==> src/hdl/tspc_pkg.sv <==
// Shared types and constants for the train speed PI controller.
// Used by tspc_ctrl, tspc_datapath and train_speed_pi_controller_core.
`default_nettype none

package tspc_pkg;

    // Event codes carried in the op field
    typedef enum logic [1:0] {
        OP_RAISE  = 2'd0,
        OP_LOWER  = 2'd1,
        OP_EBRAKE = 2'd2,
        OP_SBRAKE = 2'd3
    } t_op;

    // Configuration register indexes
    localparam logic CFG_PROP_GAIN  = 1'b0;
    localparam logic CFG_INTEG_GAIN = 1'b1;

    // 1.60934 km/h per mph in Q8.8
    localparam int unsigned KPH_PER_MPH_Q8 = 412;
    // integration period in seconds, Q8.8
    localparam logic [15:0] PERIOD_Q8 = 16'd256;
    localparam int unsigned MAX_POWER_W = 120000;

    localparam logic signed [47:0] INTEG_MAX = {1'b0, {47{1'b1}}};
    localparam logic signed [47:0] INTEG_MIN = {1'b1, {47{1'b0}}};
    localparam logic signed [63:0] TERM_MAX  = 64'sh4000_0000_0000_0000;
    localparam logic signed [63:0] TERM_MIN  = -64'sh4000_0000_0000_0000;

    // Input transaction payload
    typedef struct packed {
        t_op         op;
        logic [15:0] current_speed;
    } t_in;

    // Output transaction payload
    typedef struct packed {
        logic signed [31:0] commanded_power;
        logic [7:0]         setpoint_speed;
        logic               emergency_brake;
        logic               service_brake;
        logic               power_clamped;
    } t_out;

    // Controller states
    typedef enum logic [2:0] {
        ST_IDLE,
        ST_ERROR,
        ST_INTEG,
        ST_MUL_LO,
        ST_MUL_HI,
        ST_SUM,
        ST_COMMIT
    } t_state;

    // Controller to datapath commands
    typedef struct packed {
        logic accept;
        logic calc_err;
        logic calc_integ;
        logic mul_lo;
        logic mul_hi;
        logic sum;
        logic commit;
    } t_cmd;

    // Datapath to controller status
    typedef struct packed {
        logic skip_power;
        logic out_free;
    } t_stat;

endpackage

`default_nettype wire

==> src/hdl/tspc_ctrl.sv <==
// Sequencer for the PI controller: steps one transaction through the datapath.
// Depends on tspc_pkg.
`default_nettype none

module tspc_ctrl (
    input  wire              i_clk,
    input  wire              i_rst_n,
    input  wire              i_in_valid,
    input  tspc_pkg::t_stat  i_stat,
    output logic             o_in_ready,
    output tspc_pkg::t_cmd   o_cmd
);

    tspc_pkg::t_state r_state;
    tspc_pkg::t_state n_state;

    // State register
    always_ff @(posedge i_clk) begin
        if (!i_rst_n) begin
            r_state <= tspc_pkg::ST_IDLE;
        end else begin
            r_state <= n_state;
        end
    end

    // Next state
    always_comb begin
        n_state = r_state;
        case (r_state)
            tspc_pkg::ST_IDLE: begin
                if (i_in_valid) begin
                    n_state = i_stat.skip_power ? tspc_pkg::ST_COMMIT : tspc_pkg::ST_ERROR;
                end
            end
            tspc_pkg::ST_ERROR:  n_state = tspc_pkg::ST_INTEG;
            tspc_pkg::ST_INTEG:  n_state = tspc_pkg::ST_MUL_LO;
            tspc_pkg::ST_MUL_LO: n_state = tspc_pkg::ST_MUL_HI;
            tspc_pkg::ST_MUL_HI: n_state = tspc_pkg::ST_SUM;
            tspc_pkg::ST_SUM:    n_state = tspc_pkg::ST_COMMIT;
            tspc_pkg::ST_COMMIT: begin
                if (i_stat.out_free) begin
                    n_state = tspc_pkg::ST_IDLE;
                end
            end
            default: n_state = tspc_pkg::ST_IDLE;
        endcase
    end

    // Commands
    always_comb begin
        o_cmd      = '0;
        o_in_ready = 1'b0;
        case (r_state)
            tspc_pkg::ST_IDLE: begin
                o_in_ready   = 1'b1;
                o_cmd.accept = i_in_valid;
            end
            tspc_pkg::ST_ERROR:  o_cmd.calc_err   = 1'b1;
            tspc_pkg::ST_INTEG:  o_cmd.calc_integ = 1'b1;
            tspc_pkg::ST_MUL_LO: o_cmd.mul_lo     = 1'b1;
            tspc_pkg::ST_MUL_HI: o_cmd.mul_hi     = 1'b1;
            tspc_pkg::ST_SUM:    o_cmd.sum        = 1'b1;
            tspc_pkg::ST_COMMIT: o_cmd.commit     = i_stat.out_free;
            default: o_cmd = '0;
        endcase
    end

endmodule

`default_nettype wire

==> src/hdl/tspc_datapath.sv <==
// Datapath for the PI controller: setpoint, brake flags, error, integral,
// split integral-gain product and the output register. Depends on tspc_pkg.
`default_nettype none

module tspc_datapath (
    input  wire              i_clk,
    input  wire              i_rst_n,
    input  tspc_pkg::t_cmd   i_cmd,
    input  tspc_pkg::t_in    i_in,
    input  wire              i_cfg_we,
    input  wire              i_cfg_idx,
    input  wire [15:0]       i_cfg_data,
    input  wire              i_out_ready,
    output tspc_pkg::t_stat  o_stat,
    output logic             o_out_valid,
    output tspc_pkg::t_out   o_out
);

    // gains
    logic [15:0] r_kp;
    logic [15:0] r_ki;

    // persistent state
    logic [7:0]         r_setpoint;
    logic               r_ebrake;
    logic               r_sbrake;
    logic signed [17:0] r_prev;
    logic signed [47:0] r_integ;
    logic signed [31:0] r_last_power;
    logic               r_last_clamped;

    // per-transaction working registers
    logic [15:0]        r_speed;
    logic               r_do_power;
    logic signed [17:0] r_err;
    logic signed [47:0] r_u;
    logic signed [34:0] r_pterm;
    logic [39:0]        r_plo;
    logic signed [40:0] r_phi;
    logic signed [63:0] r_a;

    logic               r_out_valid;
    tspc_pkg::t_out     r_out;

    // error in km/h Q.8
    logic [24:0]        cur_full;
    logic [16:0]        sp_kph;
    logic signed [17:0] err_next;
    // trapezoid step
    logic signed [18:0] err_sum;
    logic signed [35:0] integ_inc;
    logic signed [48:0] u_wide;
    logic signed [47:0] u_sat;
    logic signed [34:0] pterm_next;
    // products
    logic [39:0]        plo_next;
    logic signed [40:0] phi_next;
    logic signed [63:0] a_full;
    logic signed [63:0] a_clamp;
    // power
    logic signed [63:0] pwr_sum;
    logic signed [46:0] pwr_floor;
    logic               clamp_hi;
    logic signed [31:0] pwr_final;
    logic               out_free;

    assign cur_full   = 25'({9'd0, r_speed} * 25'(tspc_pkg::KPH_PER_MPH_Q8)) + 25'd128;
    assign sp_kph     = 17'(r_setpoint) * 17'(tspc_pkg::KPH_PER_MPH_Q8);
    assign err_next   = $signed({1'b0, sp_kph}) - $signed({1'b0, cur_full[24:8]});

    assign err_sum    = 19'(r_err) + 19'(r_prev);
    assign integ_inc  = 36'(err_sum * $signed({1'b0, tspc_pkg::PERIOD_Q8}));
    assign u_wide     = 49'(r_integ) + 49'(integ_inc);
    assign pterm_next = 35'($signed({1'b0, r_kp}) * r_err);

    // saturate integral to 48-bit signed
    always_comb begin
        if (u_wide[48] != u_wide[47]) begin
            u_sat = u_wide[48] ? tspc_pkg::INTEG_MIN : tspc_pkg::INTEG_MAX;
        end else begin
            u_sat = u_wide[47:0];
        end
    end

    // ki*u split into low unsigned and high signed halves of u
    assign plo_next = 40'(r_ki) * 40'(r_u[23:0]);
    assign phi_next = 41'($signed({1'b0, r_ki}) * $signed(r_u[47:24]));
    assign a_full   = $signed({r_phi[39:0], 24'd0}) + $signed({24'd0, r_plo});

    always_comb begin
        if (a_full > tspc_pkg::TERM_MAX) begin
            a_clamp = tspc_pkg::TERM_MAX;
        end else if (a_full < tspc_pkg::TERM_MIN) begin
            a_clamp = tspc_pkg::TERM_MIN;
        end else begin
            a_clamp = a_full;
        end
    end

    // power = floor((ki*u + kp*e*512) / 2^17), clamped
    assign pwr_sum   = r_a + (64'(r_pterm) <<< 9);
    assign pwr_floor = pwr_sum[63:17];
    assign clamp_hi  = pwr_floor > $signed(47'(tspc_pkg::MAX_POWER_W));

    always_comb begin
        if (clamp_hi) begin
            pwr_final = 32'(tspc_pkg::MAX_POWER_W);
        end else if (pwr_floor < -47'sd2147483648) begin
            pwr_final = 32'sh8000_0000;
        end else begin
            pwr_final = pwr_floor[31:0];
        end
    end

    assign out_free        = !r_out_valid || i_out_ready;
    assign o_stat.out_free = out_free;
    assign o_stat.skip_power = (i_in.op == tspc_pkg::OP_LOWER) && (r_setpoint == 8'd0);

    // configuration registers
    always_ff @(posedge i_clk) begin
        if (!i_rst_n) begin
            r_kp <= '0;
            r_ki <= '0;
        end else if (i_cfg_we) begin
            if (i_cfg_idx == tspc_pkg::CFG_PROP_GAIN) begin
                r_kp <= i_cfg_data;
            end else begin
                r_ki <= i_cfg_data;
            end
        end
    end

    // setpoint, brakes and committed state
    always_ff @(posedge i_clk) begin
        if (!i_rst_n) begin
            r_setpoint     <= '0;
            r_ebrake       <= 1'b0;
            r_sbrake       <= 1'b0;
            r_prev         <= '0;
            r_integ        <= '0;
            r_last_power   <= '0;
            r_last_clamped <= 1'b0;
            r_do_power     <= 1'b0;
        end else begin
            if (i_cmd.accept) begin
                case (i_in.op)
                    tspc_pkg::OP_RAISE: begin
                        if (r_setpoint != 8'hFF) begin
                            r_setpoint <= r_setpoint + 8'd1;
                        end
                        r_do_power <= 1'b1;
                    end
                    tspc_pkg::OP_LOWER: begin
                        if (r_setpoint != 8'd0) begin
                            r_setpoint <= r_setpoint - 8'd1;
                        end
                        r_do_power <= (r_setpoint != 8'd0);
                    end
                    tspc_pkg::OP_EBRAKE: begin
                        r_ebrake   <= 1'b1;
                        r_setpoint <= '0;
                        r_do_power <= 1'b1;
                    end
                    tspc_pkg::OP_SBRAKE: begin
                        r_sbrake   <= 1'b1;
                        r_setpoint <= '0;
                        r_do_power <= 1'b1;
                    end
                    default: r_do_power <= 1'b0;
                endcase
            end
            if (i_cmd.commit && r_do_power) begin
                r_prev         <= r_err;
                r_last_power   <= pwr_final;
                r_last_clamped <= clamp_hi;
                // anti-windup: keep old integral when clamped
                if (!clamp_hi) begin
                    r_integ <= r_u;
                end
            end
        end
    end

    // working registers, one step per command
    always_ff @(posedge i_clk) begin
        if (i_cmd.accept)     r_speed <= i_in.current_speed;
        if (i_cmd.calc_err)   r_err   <= err_next;
        if (i_cmd.calc_integ) begin
            r_u     <= u_sat;
            r_pterm <= pterm_next;
        end
        if (i_cmd.mul_lo)     r_plo   <= plo_next;
        if (i_cmd.mul_hi)     r_phi   <= phi_next;
        if (i_cmd.sum)        r_a     <= a_clamp;
    end

    // output register
    always_ff @(posedge i_clk) begin
        if (!i_rst_n) begin
            r_out_valid <= 1'b0;
        end else if (i_cmd.commit) begin
            r_out_valid <= 1'b1;
        end else if (i_out_ready) begin
            r_out_valid <= 1'b0;
        end
    end

    always_ff @(posedge i_clk) begin
        if (i_cmd.commit) begin
            r_out.commanded_power <= r_do_power ? pwr_final : r_last_power;
            r_out.power_clamped   <= r_do_power ? clamp_hi  : r_last_clamped;
            r_out.setpoint_speed  <= r_setpoint;
            r_out.emergency_brake <= r_ebrake;
            r_out.service_brake   <= r_sbrake;
        end
    end

    assign o_out_valid = r_out_valid;
    assign o_out       = r_out;

endmodule

`default_nettype wire

==> src/hdl/train_speed_pi_controller_core.sv <==
// Train speed PI controller, top level: sequencer plus datapath.
// Depends on tspc_pkg, tspc_ctrl and tspc_datapath.
//
// Each input transaction (raise/lower setpoint, emergency or service brake,
// with measured speed in mph Q8.8) yields exactly one output transaction
// holding the drive power, setpoint and brake/clamp flags. An event that
// recomputes power passes from the accept state through five datapath steps
// (error, trapezoid integral, two halves of the 16x48 integral-gain product,
// sum and clamp) to a commit state that loads the output register. Lowering a
// zero setpoint goes from accept straight to commit and repeats the last
// power. Commit waits while a prior result is unread; the next input is
// accepted while a committed result sits in the output register. Gains must be
// written through the config port only while idle; the block does not enforce it.
`default_nettype none

module train_speed_pi_controller_core (
    input  wire             i_clk,
    input  wire             i_rst_n,
    input  wire             i_in_valid,
    output logic            o_in_ready,
    input  tspc_pkg::t_in   i_in,
    output logic            o_out_valid,
    input  wire             i_out_ready,
    output tspc_pkg::t_out  o_out,
    input  wire             i_cfg_we,
    input  wire             i_cfg_idx,
    input  wire [15:0]      i_cfg_data
);

    tspc_pkg::t_cmd  cmd;
    tspc_pkg::t_stat stat;

    tspc_ctrl u_ctrl (
        .i_clk      (i_clk),
        .i_rst_n    (i_rst_n),
        .i_in_valid (i_in_valid),
        .i_stat     (stat),
        .o_in_ready (o_in_ready),
        .o_cmd      (cmd)
    );

    tspc_datapath u_dp (
        .i_clk       (i_clk),
        .i_rst_n     (i_rst_n),
        .i_cmd       (cmd),
        .i_in        (i_in),
        .i_cfg_we    (i_cfg_we),
        .i_cfg_idx   (i_cfg_idx),
        .i_cfg_data  (i_cfg_data),
        .i_out_ready (i_out_ready),
        .o_stat      (stat),
        .o_out_valid (o_out_valid),
        .o_out       (o_out)
    );

endmodule

`default_nettype wire

==> config.mk <==
export PLATFORM = sky130hd
export DESIGN_NAME = train_speed_pi_controller_core
export DESIGN_NICKNAME = d
export VERILOG_FILES = /design/src/hdl/tspc_pkg.sv /design/src/hdl/tspc_ctrl.sv /design/src/hdl/tspc_datapath.sv /design/src/hdl/train_speed_pi_controller_core.sv
export SDC_FILE = /design/constraint.sdc
export NUM_CORES = 2
export LEC_CHECK = 0
export ABC_AREA = 1
export BUFFER_PORTS_ARGS = -buffer_cell sky130_fd_sc_hd__buf_2
export CAP_MARGIN = 20
export CORE_MARGIN = 2
export CORE_UTILIZATION = 60
export DETAILED_ROUTE_END_ITERATION = 8
export GPL_TIMING_DRIVEN = 0
export PLACE_DENSITY = 0.77
export SYNTH_ARGS = -nofsm -noshare
export SYNTH_HDL_FRONTEND = slang
export SYNTH_SLANG_ARGS = --single-unit
==> constraint.sdc <==
create_clock -name i_clk -period 17.12 [get_ports i_clk]
set_input_delay 0.856 -clock i_clk [delete_from_list [all_inputs] [get_ports i_clk]]
set_output_delay 0.856 -clock i_clk [all_outputs]
set_load 0.05 [all_outputs]
* After elaboration in Yosys (flattened, before gate mapping)
Cells that the tools add are included.
** Storage, ports and cells
- Word-level logic and storage cells :: 103
- Register bits :: 450
** Operators by class
- Order comparisons :: 4
- Add/sub/neg operators :: 8
- Muxes and demuxes :: 25
- Reductions and logical operators :: 19
- Bitwise operators :: 2
- Multiply operators :: 5
- Equality and inequality tests :: 15
** Operators by type and width (count)
- 2-to-1 mux 32 bit :: 3
- 2-to-1 mux 48 bit :: 2
- adder 64 x 41 -> 64 bit :: 1
- adder 64 x 44 -> 64 bit :: 1
- > comparator 64 bit (second input constant) :: 1
- < comparator 64 x 63 -> 1 bit (second input constant) :: 1
- 2-to-1 mux 64 bit :: 1
- adder 48 x 27 -> 49 bit :: 1
- > comparator 47 x 18 -> 1 bit (second input constant) :: 1
- < comparator 47 x 32 -> 1 bit (second input constant) :: 1
- multiplier 16 x 24 -> 40 bit :: 1
- multiplier 17 x 24 -> 40 bit :: 1
- multiplier 17 x 18 -> 35 bit :: 1
- adder 25 x 8 -> 25 bit (second input constant) :: 1
- case mux 8 bit (3 select lines) :: 1
- multiplier 16 x 7 -> 23 bit (second input constant) :: 1
- case mux 3 bit (7 select lines) :: 1
- adder 18 x 18 -> 19 bit :: 1
- subtractor 17 x 17 -> 18 bit :: 1
- 2-to-1 mux 8 bit :: 2
- multiplier 8 x 7 -> 15 bit (second input constant) :: 1
- AND reduction 2 bit :: 6
- 2-to-1 mux 1 bit :: 11
- == test 3 bit (second input constant) :: 3
- other kinds (24) :: 33

* Logic depth before layout (Yosys ltp)
- Depth in word-level cells :: 5
- Mapped depth :: 33
- Depth with buffers taken out :: 33

* Cells and area by module
From an unflattened synthesis, not the netlist that was laid out.
** Second synthesis, totals
- Cell total of the unflattened synthesis :: 8673
- Area total of the unflattened synthesis :: 67649.9 um^2
** By module, submodules not included
- tspc_datapath :: cells each 8632, times used 1, area each 67418.4 um^2
- tspc_ctrl :: cells each 41, times used 1, area each 231.5 um^2

* Worst setup path before layout
OpenSTA, ideal clock, no wires.
- Path kind :: reg2reg
- Start :: register u_ctrl.r_state[1]
- End :: register u_ctrl.r_state[1]
- Slack :: 10.300 ns
- Required time :: 17.037 ns
- Stages on the path, launching flop included :: 5
- Arrival time :: 6.737 ns
- Buffers on the path :: 0
- Clock period less this slack :: 6.820 ns
- Library setup time :: 0.083 ns
- Cell sequence :: dfxtp_1 > inv_1 > nor3_1 > o41ai_1 > a21oi_1
** Between the ends
- Word-level cells in the longest chain between the ends :: 3
** Ends and longest elaborated chain
- start, declared :: line tspc_ctrl.sv:14 : tspc_pkg::t_state r_state;
- start signal, assigned :: line tspc_ctrl.sv:20 : r_state <= tspc_pkg::ST_IDLE;
- start signal, assigned :: line tspc_ctrl.sv:22 : r_state <= n_state;
- == test 3 bit / logical NOT 3 bit (equally long branches) :: line tspc_ctrl.sv:29 : case (r_state)
- != test 2 x 1 -> 1 bit (no source line) / != test 2 bit (equally long branches)
- AND reduction 2 bit (no source line)
Parallel ways exist; a longest one is shown, timed or not.
A chain may end at the register's enable or synchronous reset.

* Worst setup path after layout
- Start :: register u_dp.r_ki[2]
- End :: register u_dp.r_plo[38], data pin
** Between the ends
- Word-level cells in the longest chain between the ends :: 1
** Ends and longest elaborated chain
- start, declared :: line tspc_datapath.sv:21 : logic [15:0] r_ki;
- start signal, assigned :: line tspc_datapath.sv:128 : r_ki <= i_cfg_data;
- multiplier 16 x 24 -> 40 bit :: line tspc_datapath.sv:86 : assign plo_next = 40'(r_ki) * 40'(r_u[23:0]);
- via u_dp.plo_next[38] :: line tspc_datapath.sv:56 : logic [39:0] plo_next;
- end signal, assigned :: line tspc_datapath.sv:192 : if (i_cmd.mul_lo) r_plo <= plo_next;
- end, declared :: line tspc_datapath.sv:38 : logic [39:0] r_plo;
The timed path passes the listed nets, and every way through them passes these cells.

==> flow_summary_export.csv <==
group,metric,value,unit
logic_synthesis,synth_top_area_cell,"fa_1",
die,coreArea,0.1127,sq mm
placed_design,placed_cells,10430,
logic_synthesis,yosys.area_share.simple,18.20,%
critical_path,slowest_delay,910,ps
die,die_h,341.3,um
global_route,antenna_found_initial,7,
logic_synthesis,synth_warnings,0,
logic_synthesis,synth_xor_xnor_area_share,3.553,%
clocking,clockBufferDepth,3,
clocking,cts.sinks,441,
clocking,clkTransAtPathRegs,70,ps
critical_path,r2r_start,"u_dp.r_ki[2]",
clocking,hold_buffers,0,
clocking,post_cts_resized,0,
route,ant_nets,0,
cells_and_area,final_cell_mix,"nand2_1, inv_1, fa_1",
critical_path,arrival,8680,ps
logic_synthesis,async_flop_share,0,%
critical_path,r2r-end,"u_dp.r_plo[38]",
critical_path,cp-start-kind,"flip-flop",
global_route,grt_pass1_wl,327400,um
logic_synthesis,synth_area_leaders,"fa_1, edfxtp_1, nand2_1",
critical_path,required,17540,ps
critical_path,crit_slowest_cell,"clkbuf_1",
logic_synthesis,synthAdderAreaFrac,40.01,%
placed_design,place_congestion,1.030,
die,start_util,60.58,%
sta,min_period,8266,ps
sta,finalHoldViolCount,0,
placed_design,portBuffers,84,
sta,finalCritPeriodShare,48.28,%
logic_synthesis,synthMuxAreaShare,0,%
logic_synthesis,synth_edf_count,295,
clocking,cts_tree,"yes",
logic_synthesis,yosys.area.top_type_share,29.83,%
cells_and_area,nFillCells,9868,
sta,max_freq,121.0,MHz
job,cap_viol_max_count,0,
clocking,cts-root-buf,"clkbuf_16",
route,drc,0,
logic_synthesis,netlist_area,0.06824,sq mm
cells_and_area,drive_above_1_share,2.604,%
min_path,holdCritPathClass,"input port to flip-flop",
clocking,worstSkewPairLatency,690,ps
clocking,htree_levels,2,
placed_design,dpl.hpwl,177100,um
logic_synthesis,synth_nets,10440,
route,firstDrtPassIters,7,
cells_and_area,seqCellArea,0.01178,sq mm
logic_synthesis,yosysUniqueCellTypes,51,
logic_synthesis,synth_seq_cells,441,
logic_synthesis,seq_area_frac_synth,17.26,%
critical_path,critPathMaxFanout,11,
logic_synthesis,synthFlopType,"edfxtp_1",
sta,fin_skew,47.09,ps
global_route,grt_max_degree,39,
critical_path,reg2reg_setup_slack,8850,ps
global_route,track_usage,36.92,%
logic_synthesis,synth-compound-area-share,6.738,%
route,vias,57780,
cells_and_area,multiInputGateArea,0.04678,sq mm
route,drt_wl_total,212400,um
sta,tns,0,ps
sta,rsz0062_at_grt,"false",
cells_and_area,stdcell_count,10530,
logic_synthesis,syn_inst,8823,
die,rows,123,
critical_path,cp-end-kind,"flip-flop",
global_route,first_global_vias,58820,
critical_path,r2r_cells,24,
critical_path,path_cells,"clkbuf_1 -> clkbuf_1 -> nand2_1 -> fa_1 -> inv_1 -> fa_1 -> inv_1 -> fa_1 -> inv_1 -> fa_1 -> inv_1 -> fa_1 -> inv_1 -> fa_1 -> ha_1 -> a21oi_1 -> inv_1 -> a31oi_1 -> a21oi_1 -> nor3_1 -> o21ai_0 -> a21oi_1 -> o21ai_0 -> xor2_1",
die,ioPinCount,85,
die,die_area,0.1165,sq mm
global_route,overflow,0,
sta,finalMaxSlewViolations,0,
min_path,holdPathEnd,"u_dp.r_speed[15]",
route,drt_iter0_drc,5413,
min_path,min_delay_path_depth,1,
clocking,cts_buffers,51,
sta,setup_viol,0,
sta,relSlewSlack,16.02,%
cells_and_area,final_common_cell,"nand2_1",
sta,whs,339.1,ps
logic_synthesis,synth_top_family_by_area,"adder cells",
cells_and_area,areaGrowthSynthToFinish,6.428,%
status,status,"finished, final reports clean",
die,die_w,341.3,um
clocking,post-cts-setup-buffer-count,0,
min_path,min_from,"i_in[15]",
route,wl_per_cell,20.18,um
critical_path,crit_type,"flip-flop to flip-flop",
logic_synthesis,syn_area_per_cell,7.735,sq um
cells_and_area,fin_nets,10590,
route,viasPerCell,5.489,
sta,worstMarginPinSlew,1260,ps
-- registers in the layout, indices dropped and copies added (netlist names), 3 cells and up --
name               flops
u_dp.r_ki             16
u_dp.r_err            18
u_dp.r_pterm          35
u_dp.r_prev           18
u_dp.r_phi            40
u_dp.r_integ          48
u_dp.r_plo            40
u_ctrl.r_state         3
u_dp.o_out            43
u_dp.r_kp             16
u_dp.r_last_power     32
u_dp.r_setpoint        8
u_dp.r_speed          16
u_dp.r_a              55
u_dp.r_u              48
-- worst max-delay path, delay by kind of cell, from the launching register on --
| kind | cells | cell delay, ps |
|---|---|---|
| AO/OA/AOI/OAI | 6 | 1150 |
| XOR/XNOR | 1 | 460 |
| AND/OR/NAND/NOR | 2 | 600 |
| buffers and inverters | 8 | 1920 |
| adder cells (fa/ha/maj) | 7 | 3410 |
| flip-flops | 1 | 490 |
-- cells in the mapped netlist, drive strengths merged, types with 108 or more instances --
cell type,instances
o21ai,239
a21oi,421
nand3,205
dfxtp,146
clkbuf,276
xnor2,108
edfxtp,295
inv,2231
fa,1017
xor2,168
nor2,550
ha,555
nand2,2239
-- layout make-up --
cell class              count  share of cell area [%]
well taps                1500                   2.584
plain buffers             321                   1.838
repair buffers            105                  0.9527
clock inverters            34                  0.5892
diodes                      3                 0.01034
clock buffers              62                   1.855
flip-flops and latches    441                   16.22
inverters                2232                   11.54
multi-input cells        5829                   64.41
-- cells by family (layout without fill, tap and decap cells) --
| family | count (synthesis) | after routing |
|---|---|---|
| xor gates and xnor gates | 276 | 276 |
| AOI/OAI and AO/OA | 835 | 835 |
| adders and majority gates | 1572 | 1572 |
| buffers and inverters | 2553 | 2754 |
| DFF | 441 | 441 |
| other | 0 | 3 |
| and+or+nand+nor | 3146 | 3146 |
-- worst max path at each step --
stage	end	startpoint	slack, ps
2_1_floorplan	u_ctrl.r_state[1]	u_ctrl.r_state[1]	10300
3_3_place_gp	u_dp.r_last_power[6]	i_out_ready	7010
3_5_place_dp	u_dp.r_plo[39]	u_dp.r_ki[2]	9200
4_1_cts	u_dp.r_plo[39]	u_dp.r_ki[2]	9160
5_1_grt	u_dp.r_plo[39]	u_dp.r_ki[3]	8620
6_report	u_dp.r_plo[38]	u_dp.r_ki[2]	8850
-- metrics by stage --
step / util [%] / area [sq um] / worst slack (ps)
6_report: 64.47 / 72630 / 8854
5_1_grt: 64.47 / 72620 / 8615
4_1_cts: 64.44 / 72590 / 9160
3_5_place_dp: 62.86 / 70820 / 9197
3_3_place_gp: 62.62 / 70540 / 7005
2_1_floorplan: - / 68240 / 10300
-- per-layer routing --
layer | GRT usage [%] | up-vias | wire [um]
met5 | 0 | - | 23
met2 | 57.42 | 2687 | 93890
li1 | - | 26650 | -
met1 | 48.21 | 27960 | 83190
met4 | 15.53 | 4 | 10180
met3 | 11.06 | 475 | 25160
Power is not shown: default switching activity piles up to over one toggle a cycle in this logic, so the estimate is an artifact.
